<file path="config.mk">
export PLATFORM = sky130hd
export DESIGN_NAME = sorted_set_table
export DESIGN_NICKNAME = d
export VERILOG_FILES = /design/src/hdl/sst_pkg.sv /design/src/hdl/sorted_set_table.sv
export SDC_FILE = /design/constraint.sdc
export NUM_CORES = 2
export LEC_CHECK = 0
export BUFFER_PORTS_ARGS = -buffer_cell sky130_fd_sc_hd__buf_4
export CAP_MARGIN = 20
export CORE_UTILIZATION = 30
export CTS_CLUSTER_DIAMETER = 200
export DETAILED_ROUTE_END_ITERATION = 10
export HOLD_SLACK_MARGIN = 0.15
export SETUP_SLACK_MARGIN = 0.05
export SYNTH_ARGS = -nofsm -noshare
export SYNTH_HDL_FRONTEND = slang
export SYNTH_SLANG_ARGS = --single-unit
</file>
<file path="constraint.sdc">
create_clock -name clk -period 6.6 [get_ports clk]
set_input_delay 1.32 -clock clk [delete_from_list [all_inputs] [get_ports clk]]
set_output_delay 1.32 -clock clk [all_outputs]
set_load 0.01 [all_outputs]
</file>
<file path="src/hdl/sst_pkg.sv">
// ----------------------------------------------------------------------------
// sst_pkg: shared definitions for the sorted set table
// Capacity, derived widths, operation codes and sequencer states.
// ----------------------------------------------------------------------------
package sst_pkg;

  localparam int CAPACITY  = 64;
  localparam int ELEM_W    = 32;
  localparam int CNT_W     = $clog2(CAPACITY + 1);
  localparam int IDX_W     = (CAPACITY > 1) ? $clog2(CAPACITY) : 1;
  localparam int OUT_CNT_W = 7;
  localparam int IN_DATA_W  = 32;
  localparam int OUT_DATA_W = 16;

  typedef enum logic [1:0] {
    FUNC_MEMBER = 2'd0,
    FUNC_INSERT = 2'd1,
    FUNC_DELETE = 2'd2,
    FUNC_CLEAR  = 2'd3
  } func_t;

  typedef enum logic [2:0] {
    ST_IDLE,
    ST_SCAN,
    ST_INS,
    ST_DEL,
    ST_RESP
  } state_t;

endpackage

</file>
<file path="src/hdl/sorted_set_table.sv">
// ----------------------------------------------------------------------------
// sorted_set_table: ordered set of distinct signed 32-bit values
// Member test, insert, delete and clear on a single-port-pair store.
// ----------------------------------------------------------------------------
// Use: one word on the in_ channel carries an operation in in_tuser and a
// value in in_tdata. Every word returns exactly one word on the out_
// channel with found, status (set full on insert) and the new count.
// One item at a time: in_tready is high only while the sequencer is idle.
// A lookup walks the store from the lowest entry with one comparator, one
// entry per cycle behind the registered read port. Insert then moves the
// larger entries up and delete moves them down, one entry per cycle
// through the same read and write port pair. Clear skips the walk and
// goes straight to the response state. The next item is accepted in the
// cycle after the result register loads.
// Reset empties the set at once; the store needs no clearing pass.
// When the receiver stalls, the finished word holds in the output
// register; the next item is still accepted and runs, and its result
// waits until the held word is taken.
// ----------------------------------------------------------------------------
module sorted_set_table
  import sst_pkg::*;
(
  input  logic                  clk,
  input  logic                  rst_n,
  input  logic                  in_tvalid,
  output logic                  in_tready,
  input  logic [IN_DATA_W-1:0]  in_tdata,   // [31:0] element
  input  logic [1:0]            in_tuser,   // [1:0] func
  output logic                  out_tvalid,
  input  logic                  out_tready,
  output logic [OUT_DATA_W-1:0] out_tdata   // [0] found, [1] status, [8:2] count
);

  state_t              state_r, state_nxt;
  func_t               func_r, func_nxt;
  logic [ELEM_W-1:0]   elem_r, elem_nxt;
  logic [CNT_W-1:0]    count_r, count_nxt;
  logic [CNT_W-1:0]    ridx_r, ridx_nxt;
  logic                chk_r, chk_nxt;
  logic [CNT_W-1:0]    pos_r, pos_nxt;
  logic                found_r, found_nxt;
  logic                full_r, full_nxt;
  logic [CNT_W-1:0]    sidx_r, sidx_nxt;
  logic [CNT_W-1:0]    wdst_r, wdst_nxt;
  logic                wpend_r, wpend_nxt;
  logic                out_valid_r, out_valid_nxt;
  logic                out_found_r, out_found_nxt;
  logic                out_status_r, out_status_nxt;
  logic [OUT_CNT_W-1:0] out_count_r, out_count_nxt;

  logic [ELEM_W-1:0]   mem [CAPACITY];
  logic [ELEM_W-1:0]   rdata_r;
  logic                mem_re, mem_we;
  logic [IDX_W-1:0]    mem_raddr, mem_waddr;
  logic [ELEM_W-1:0]   mem_wdata;

  logic                in_fire, out_load;
  logic                lt, eq, stop_hit, more, scan_done, found_fin;
  logic [CNT_W-1:0]    pos_fin;
  logic                ins_move, del_move;
  logic [CNT_W-1:0]    sidx_inc;
  logic [CNT_W+OUT_CNT_W-1:0] cnt_ext;

  assign in_fire  = in_tvalid && in_tready;
  assign out_load = (state_r == ST_RESP) && (!out_valid_r || out_tready);

  // shared compare unit: stored entry against the requested value
  assign lt        = $signed(rdata_r) < $signed(elem_r);
  assign eq        = rdata_r == elem_r;
  assign stop_hit  = chk_r && !lt;
  assign more      = ridx_r < count_r;
  assign scan_done = stop_hit || !more;
  assign pos_fin   = stop_hit ? (ridx_r - CNT_W'(1)) : count_r;
  assign found_fin = stop_hit && eq;

  assign sidx_inc = sidx_r + CNT_W'(1);
  assign ins_move = sidx_r > pos_r;
  assign del_move = sidx_inc < count_r;

  assign cnt_ext = {{OUT_CNT_W{1'b0}}, count_nxt};

  // next state
  always_comb begin
    state_nxt = state_r;
    case (state_r)
      ST_IDLE: begin
        if (in_fire) begin
          if (func_t'(in_tuser) == FUNC_CLEAR) state_nxt = ST_RESP;
          else                                 state_nxt = ST_SCAN;
        end
      end
      ST_SCAN: begin
        if (scan_done) begin
          case (func_r)
            FUNC_INSERT: begin
              if (!found_fin && (count_r != CNT_W'(CAPACITY))) state_nxt = ST_INS;
              else                                              state_nxt = ST_RESP;
            end
            FUNC_DELETE: begin
              if (found_fin) state_nxt = ST_DEL;
              else           state_nxt = ST_RESP;
            end
            default: state_nxt = ST_RESP;
          endcase
        end
      end
      ST_INS: begin
        if (!ins_move && !wpend_r) state_nxt = ST_RESP;
      end
      ST_DEL: begin
        if (!del_move && !wpend_r) state_nxt = ST_RESP;
      end
      ST_RESP: begin
        if (out_load) state_nxt = ST_IDLE;
      end
      default: state_nxt = ST_IDLE;
    endcase
  end

  // datapath and store control
  always_comb begin
    func_nxt       = func_r;
    elem_nxt       = elem_r;
    count_nxt      = count_r;
    ridx_nxt       = ridx_r;
    chk_nxt        = chk_r;
    pos_nxt        = pos_r;
    found_nxt      = found_r;
    full_nxt       = full_r;
    sidx_nxt       = sidx_r;
    wdst_nxt       = wdst_r;
    wpend_nxt      = wpend_r;
    out_valid_nxt  = out_valid_r;
    out_found_nxt  = out_found_r;
    out_status_nxt = out_status_r;
    out_count_nxt  = out_count_r;
    mem_re         = 1'b0;
    mem_we         = 1'b0;
    mem_raddr      = ridx_r[IDX_W-1:0];
    mem_waddr      = wdst_r[IDX_W-1:0];
    mem_wdata      = rdata_r;
    in_tready      = (state_r == ST_IDLE);

    if (out_valid_r && out_tready) out_valid_nxt = 1'b0;

    case (state_r)
      ST_IDLE: begin
        if (in_fire) begin
          func_nxt  = func_t'(in_tuser);
          elem_nxt  = in_tdata[ELEM_W-1:0];
          ridx_nxt  = '0;
          chk_nxt   = 1'b0;
          found_nxt = 1'b0;
          full_nxt  = 1'b0;
          wpend_nxt = 1'b0;
          if (func_t'(in_tuser) == FUNC_CLEAR) count_nxt = '0;
        end
      end
      ST_SCAN: begin
        if (scan_done) begin
          pos_nxt   = pos_fin;
          found_nxt = found_fin;
          chk_nxt   = 1'b0;
          full_nxt  = (func_r == FUNC_INSERT) && !found_fin &&
                      (count_r == CNT_W'(CAPACITY));
          sidx_nxt  = (func_r == FUNC_DELETE) ? pos_fin : count_r;
        end else begin
          // issue the next read; compare it next cycle
          mem_re   = 1'b1;
          ridx_nxt = ridx_r + CNT_W'(1);
          chk_nxt  = 1'b1;
        end
      end
      ST_INS: begin
        if (wpend_r) mem_we = 1'b1;
        if (ins_move) begin
          mem_re    = 1'b1;
          mem_raddr = IDX_W'(sidx_r - CNT_W'(1));
          wdst_nxt  = sidx_r;
          sidx_nxt  = sidx_r - CNT_W'(1);
          wpend_nxt = 1'b1;
        end else if (wpend_r) begin
          wpend_nxt = 1'b0;
        end else begin
          // drop the new value into its slot
          mem_we    = 1'b1;
          mem_waddr = pos_r[IDX_W-1:0];
          mem_wdata = elem_r;
          count_nxt = count_r + CNT_W'(1);
        end
      end
      ST_DEL: begin
        if (wpend_r) mem_we = 1'b1;
        if (del_move) begin
          mem_re    = 1'b1;
          mem_raddr = sidx_inc[IDX_W-1:0];
          wdst_nxt  = sidx_r;
          sidx_nxt  = sidx_inc;
          wpend_nxt = 1'b1;
        end else if (wpend_r) begin
          wpend_nxt = 1'b0;
        end else begin
          count_nxt = count_r - CNT_W'(1);
        end
      end
      ST_RESP: begin
        if (out_load) begin
          out_valid_nxt  = 1'b1;
          out_found_nxt  = found_r;
          out_status_nxt = full_r;
          out_count_nxt  = cnt_ext[OUT_CNT_W-1:0];
        end
      end
      default: ;
    endcase
  end

  always_ff @(posedge clk) begin
    if (!rst_n) begin
      state_r     <= ST_IDLE;
      count_r     <= '0;
      chk_r       <= 1'b0;
      wpend_r     <= 1'b0;
      out_valid_r <= 1'b0;
    end else begin
      state_r     <= state_nxt;
      count_r     <= count_nxt;
      chk_r       <= chk_nxt;
      wpend_r     <= wpend_nxt;
      out_valid_r <= out_valid_nxt;
    end
  end

  always_ff @(posedge clk) begin
    func_r       <= func_nxt;
    elem_r       <= elem_nxt;
    ridx_r       <= ridx_nxt;
    pos_r        <= pos_nxt;
    found_r      <= found_nxt;
    full_r       <= full_nxt;
    sidx_r       <= sidx_nxt;
    wdst_r       <= wdst_nxt;
    out_found_r  <= out_found_nxt;
    out_status_r <= out_status_nxt;
    out_count_r  <= out_count_nxt;
  end

  // value store: one write and one registered read per cycle
  always_ff @(posedge clk) begin
    if (mem_we) mem[mem_waddr] <= mem_wdata;
    if (mem_re) rdata_r <= mem[mem_raddr];
  end

  assign out_tvalid = out_valid_r;
  assign out_tdata  = {{(OUT_DATA_W - OUT_CNT_W - 2){1'b0}},
                       out_count_r, out_status_r, out_found_r};

endmodule
</file>
==> load_flow_metrics.sql <==
INSERT INTO impl_metrics (metric_group, metric, value, unit) VALUES
('clock_tree', 'cts_htree_levels', '4', ''),
('logic_synthesis', 'synth.area.top_cells', 'sky130_fd_sc_hd__edfxtp_1 (74%), sky130_fd_sc_hd__mux2i_1 (6.7%), sky130_fd_sc_hd__mux4_2 (3.3%)', ''),
('timing', 'tightest_slew', '1.24', 'ns'),
('finish', 'syn_to_final_growth', '15.5', '%'),
('detailed_routing', 'postRouteWirelength', '246', 'mm'),
('clock_tree', 'clock_tree.root_cell', 'sky130_fd_sc_hd__clkbuf_16', ''),
('logic_synthesis', 'yosys_most_used_dff', 'sky130_fd_sc_hd__edfxtp_1', ''),
('placed_design', 'dp.final_hpwl', '147', 'mm'),
('timing', 'rsz_0062_raised_after_global_routing', 'no', ''),
('finish', 'final_common_cell', 'sky130_fd_sc_hd__edfxtp_1', ''),
('detailed_routing', 'drt_iter0_markers', '5778', ''),
('finish', 'layout.cells.most_common_list', 'sky130_fd_sc_hd__edfxtp_1 (2,152), sky130_fd_sc_hd__mux2i_1 (587), sky130_fd_sc_hd__nand2_1 (476), sky130_fd_sc_hd__buf_4 (233), sky130_fd_sc_hd__clkbuf_16 (208)', ''),
('logic_synthesis', 'synth_seq_cells', '2165', ''),
('setup_path', 'r2r-start', 'sidx_r[0]$_DFFE_PP_', ''),
('die', 'die_width', '542', 'um'),
('die', 'design.core.area', '289000', 'sq um'),
('clock_tree', 'cts-buffers-inserted', '206', ''),
('die', 'ioPinCount', '56', ''),
('finish', 'fin_nets', '5529', ''),
('setup_path', 'worstRegToRegCells', '16', ''),
('setup_path', 'cp.arrival', '6.75', 'ns'),
('pwr', 'static-leakage-power', '0.0336', 'uW'),
('setup_path', 'crit_chain', 'ha_1 -> nand3_1 -> xor2_1 -> inv_1 -> ha_1 -> a211oi_2 -> o2111ai_1 -> nor2_1 -> a22oi_1 -> and2_4 -> buf_12 -> buf_4 -> mux2_2 -> o22ai_1 -> nor4_2 -> nand4_1', ''),
('setup_path', 'path_common_cell', 'sky130_fd_sc_hd__ha_1', ''),
('placed_design', 'dp_worst_setup_slack', '0.187', 'ns'),
('setup_path', 'largest_incremental_delay_on_the_critical_path', '0.84', 'ns'),
('logic_synthesis', 'syn-cell-area', '87300', 'sq um'),
('clock_tree', 'postCtsHoldBufs', '0', ''),
('timing', 'slew_viol_final', '0', ''),
('global_routing', 'number_of_global_route_vias_before_repair', '47000', ''),
('logic_synthesis', 'post_synth_num_cell_types', '79', ''),
('timing', 'report.final.setup_viol', '0', ''),
('timing', 'skew', '0.0670', 'ns'),
('setup_path', 'r2r_setup_slack', '0.40', 'ns'),
('timing', 'finalCriticalPeriod', '6.20', 'ns'),
('setup_path', 'setup.worst_path.end', 'rdata_r[20]$_DFFE_PP_', ''),
('setup_path', 'timing.rr.end', 'rdata_r[20]$_DFFE_PP_', ''),
('logic_synthesis', 'postSynthCellCount', '5257', ''),
('timing', 'hold_viol', '0', ''),
('setup_path', 'setup.worst_path.start_class', 'flop', ''),
('clock_tree', 'clk_pin_slew', '0.06', 'ns'),
('logic_synthesis', 'yosysWarningCount', '0', ''),
('die', 'dieArea', '293000', 'sq um'),
('setup_path', 'critPathKind', 'reg -> reg', ''),
('timing', 'maxClockFrequency', '161', 'MHz'),
('logic_synthesis', 'post-synth-top-area-cell', 'sky130_fd_sc_hd__edfxtp_1', ''),
('setup_path', 'critPathLaunch', 'sidx_r[0]$_DFFE_PP_', ''),
('global_routing', 'globalRouteTotalUtil', '16.4', '%'),
('die', 'dieHeight', '542', 'um'),
('worst_hold_path', 'class_of_the_most_critical_hold_timing_path', 'reg -> reg', ''),
('timing', 'post-route-period-util', '94.0', '%'),
('status', 'run_status', 'complete, no violations', ''),
('logic_synthesis', 'netlist.area_leader.share', '74.0', '%'),
('clock_tree', 'buffer_depth_of_the_longest_clock_path', '3', ''),
('detailed_routing', 'firstDrtPassIters', '7', ''),
('global_routing', 'grt_antenna_before_repair', '20', ''),
('pwr', 'irDropWorstVdd', '0.489', 'mV'),
('clock_tree', 'insertion_delay', '0.88', 'ns'),
('finish', 'num-fill-cells', '27200', ''),
('clock_tree', 'post_cts.repair.setup_buffers', '0', ''),
('detailed_routing', 'num_vias', '49000', ''),
('setup_path', 'crit_path_end_kind', 'flop', ''),
('placed_design', 'gp_congestion', '0.900', ''),
('logic_synthesis', 'synthArstFlopShare', '0', '%'),
('logic_synthesis', 'edff_count_synth', '2152', ''),
('placed_design', 'buffer_ports.inserted', '48', ''),
('timing', 'worst_slew_margin_rel', '17.1', '%'),
('global_routing', 'global_route.overflow_total', '0', ''),
('setup_path', 'worst-path-max-fanout', '29', ''),
('setup_path', 'timing.critical_path.required', '7.15', 'ns'),
('timing', 'setup_slack', '0.398', 'ns');
-- layer usage --
metal  GRT usage [%]  wire (um)
met5               0         42
met4            5.41       7820
met3            2.90      22400
met2            25.4     111000
met1            23.2     104000
-- state kept, by name, summed over array words and instances (netlist names), 2 cells and up --
name,cells
mem,2048
elem_r,32
rdata_r,32
count_r,7
out_count_r,7
pos_r,7
ridx_r,7
sidx_r,7
wdst_r,6
state_r,3
func_r,2
-- kinds of logic (layout without fill, tap and decap cells) --
family                     Yosys count  after routing  synth area share, %
and+or+nand+nor                   1256           1256                 6.83
adders and majority gates           59             59                0.845
other                                1             12              0.00429
muxes                              873            873                 12.1
DFF                               2165           2165                 74.3
buffers and inverters              379            722                 1.96
AOI/OAI and AO/OA                  502            502                 3.78
xor gates and xnor gates            22             22                0.221
-- metrics by stage --
step	std cells	power (uW)	util [%]	cell area, sq um	hold slack (ns)
global route	9487	50800	34.9	101000	0.427
CTS	9486	49300	34.9	101000	0.419
floorplan	5263	29400	-	87300	0.400
finish	9491	49300	34.9	101000	0.426
detailed placement	9104	37400	32.5	94000	0.406
global placement	9090	37000	32.5	93800	0.410
-- cell type report --
| type | count | area share [%] |
|---|---|---|
| flip-flops and latches | 2165 | 64.4 |
| well taps | 3880 | 4.81 |
| repair buffers | 279 | 2.56 |
| diodes | 5 | 0.0124 |
| multi-input cells | 2719 | 21.3 |
| clock buffers | 242 | 5.31 |
| clock inverters | 140 | 1.44 |
| inverters | 61 | 0.227 |
-- report_power, final --
group / switching (uW) / total, uW / internal, uW
combinational: 12600 / 18500 / 5840
sequential: 561 / 18800 / 18300
clock: 5240 / 12000 / 6720
total: 18400 / 49300 / 30800
-- how the worst min path moves through the flow --
stage / startpoint / endpoint / slack (ns) / cells past startpoint
5_1_grt: found_r$_SDFFCE_PN0P_ / out_found_r$_DFFE_PP_ / 0.43 / 0
3_5_place_dp: found_r$_SDFFCE_PN0P_ / out_found_r$_DFFE_PP_ / 0.41 / 0
4_1_cts: found_r$_SDFFCE_PN0P_ / out_found_r$_DFFE_PP_ / 0.42 / 0
2_1_floorplan: found_r$_SDFFCE_PN0P_ / out_found_r$_DFFE_PP_ / 0.40 / 0
3_3_place_gp: full_r$_SDFFCE_PN0P_ / out_status_r$_DFFE_PP_ / 0.41 / 0
6_report: found_r$_SDFFCE_PN0P_ / out_found_r$_DFFE_PP_ / 0.43 / 0
-- critical path: cells and delay by family, from the launching register on --
| kind | cells | cell delay, ns |
|---|---|---|
| AND/OR/NAND/NOR | 5 | 2.02 |
| flip-flops | 1 | 0.53 |
| buffers and inverters | 3 | 0.74 |
| AO/OA/AOI/OAI | 4 | 1.36 |
| XOR/XNOR | 1 | 0.30 |
| multiplexers | 1 | 0.24 |
| adder cells (fa/ha/maj) | 2 | 0.64 |
-- synthesized netlist by cell type, drive strengths merged, types with 8 or more instances --
master  number
edfxtp    2152
mux2i      587
nand2      477
nor3       209
nand3      190
buf        170
mux2       159
o21ai      150
clkbuf     148
and3       134
o22ai      130
mux4       127
nor2       104
inv         61
ha          59
nand4       49
o211ai      40
a22o        35
nor4        34
o31ai       34
a21oi       27
a21o        19
and2        18
xor2        14
dfxtp       13
nand2b      11
a31oi        8
o21a         8
xnor2        8
-- repair_timing --
item,in CTS,in global routing
resized for setup,0,1
setup endpoints to repair,0,1
endpoints found under the hold margin,0,0
No activity file was read; power rests on OpenSTA's default activity.
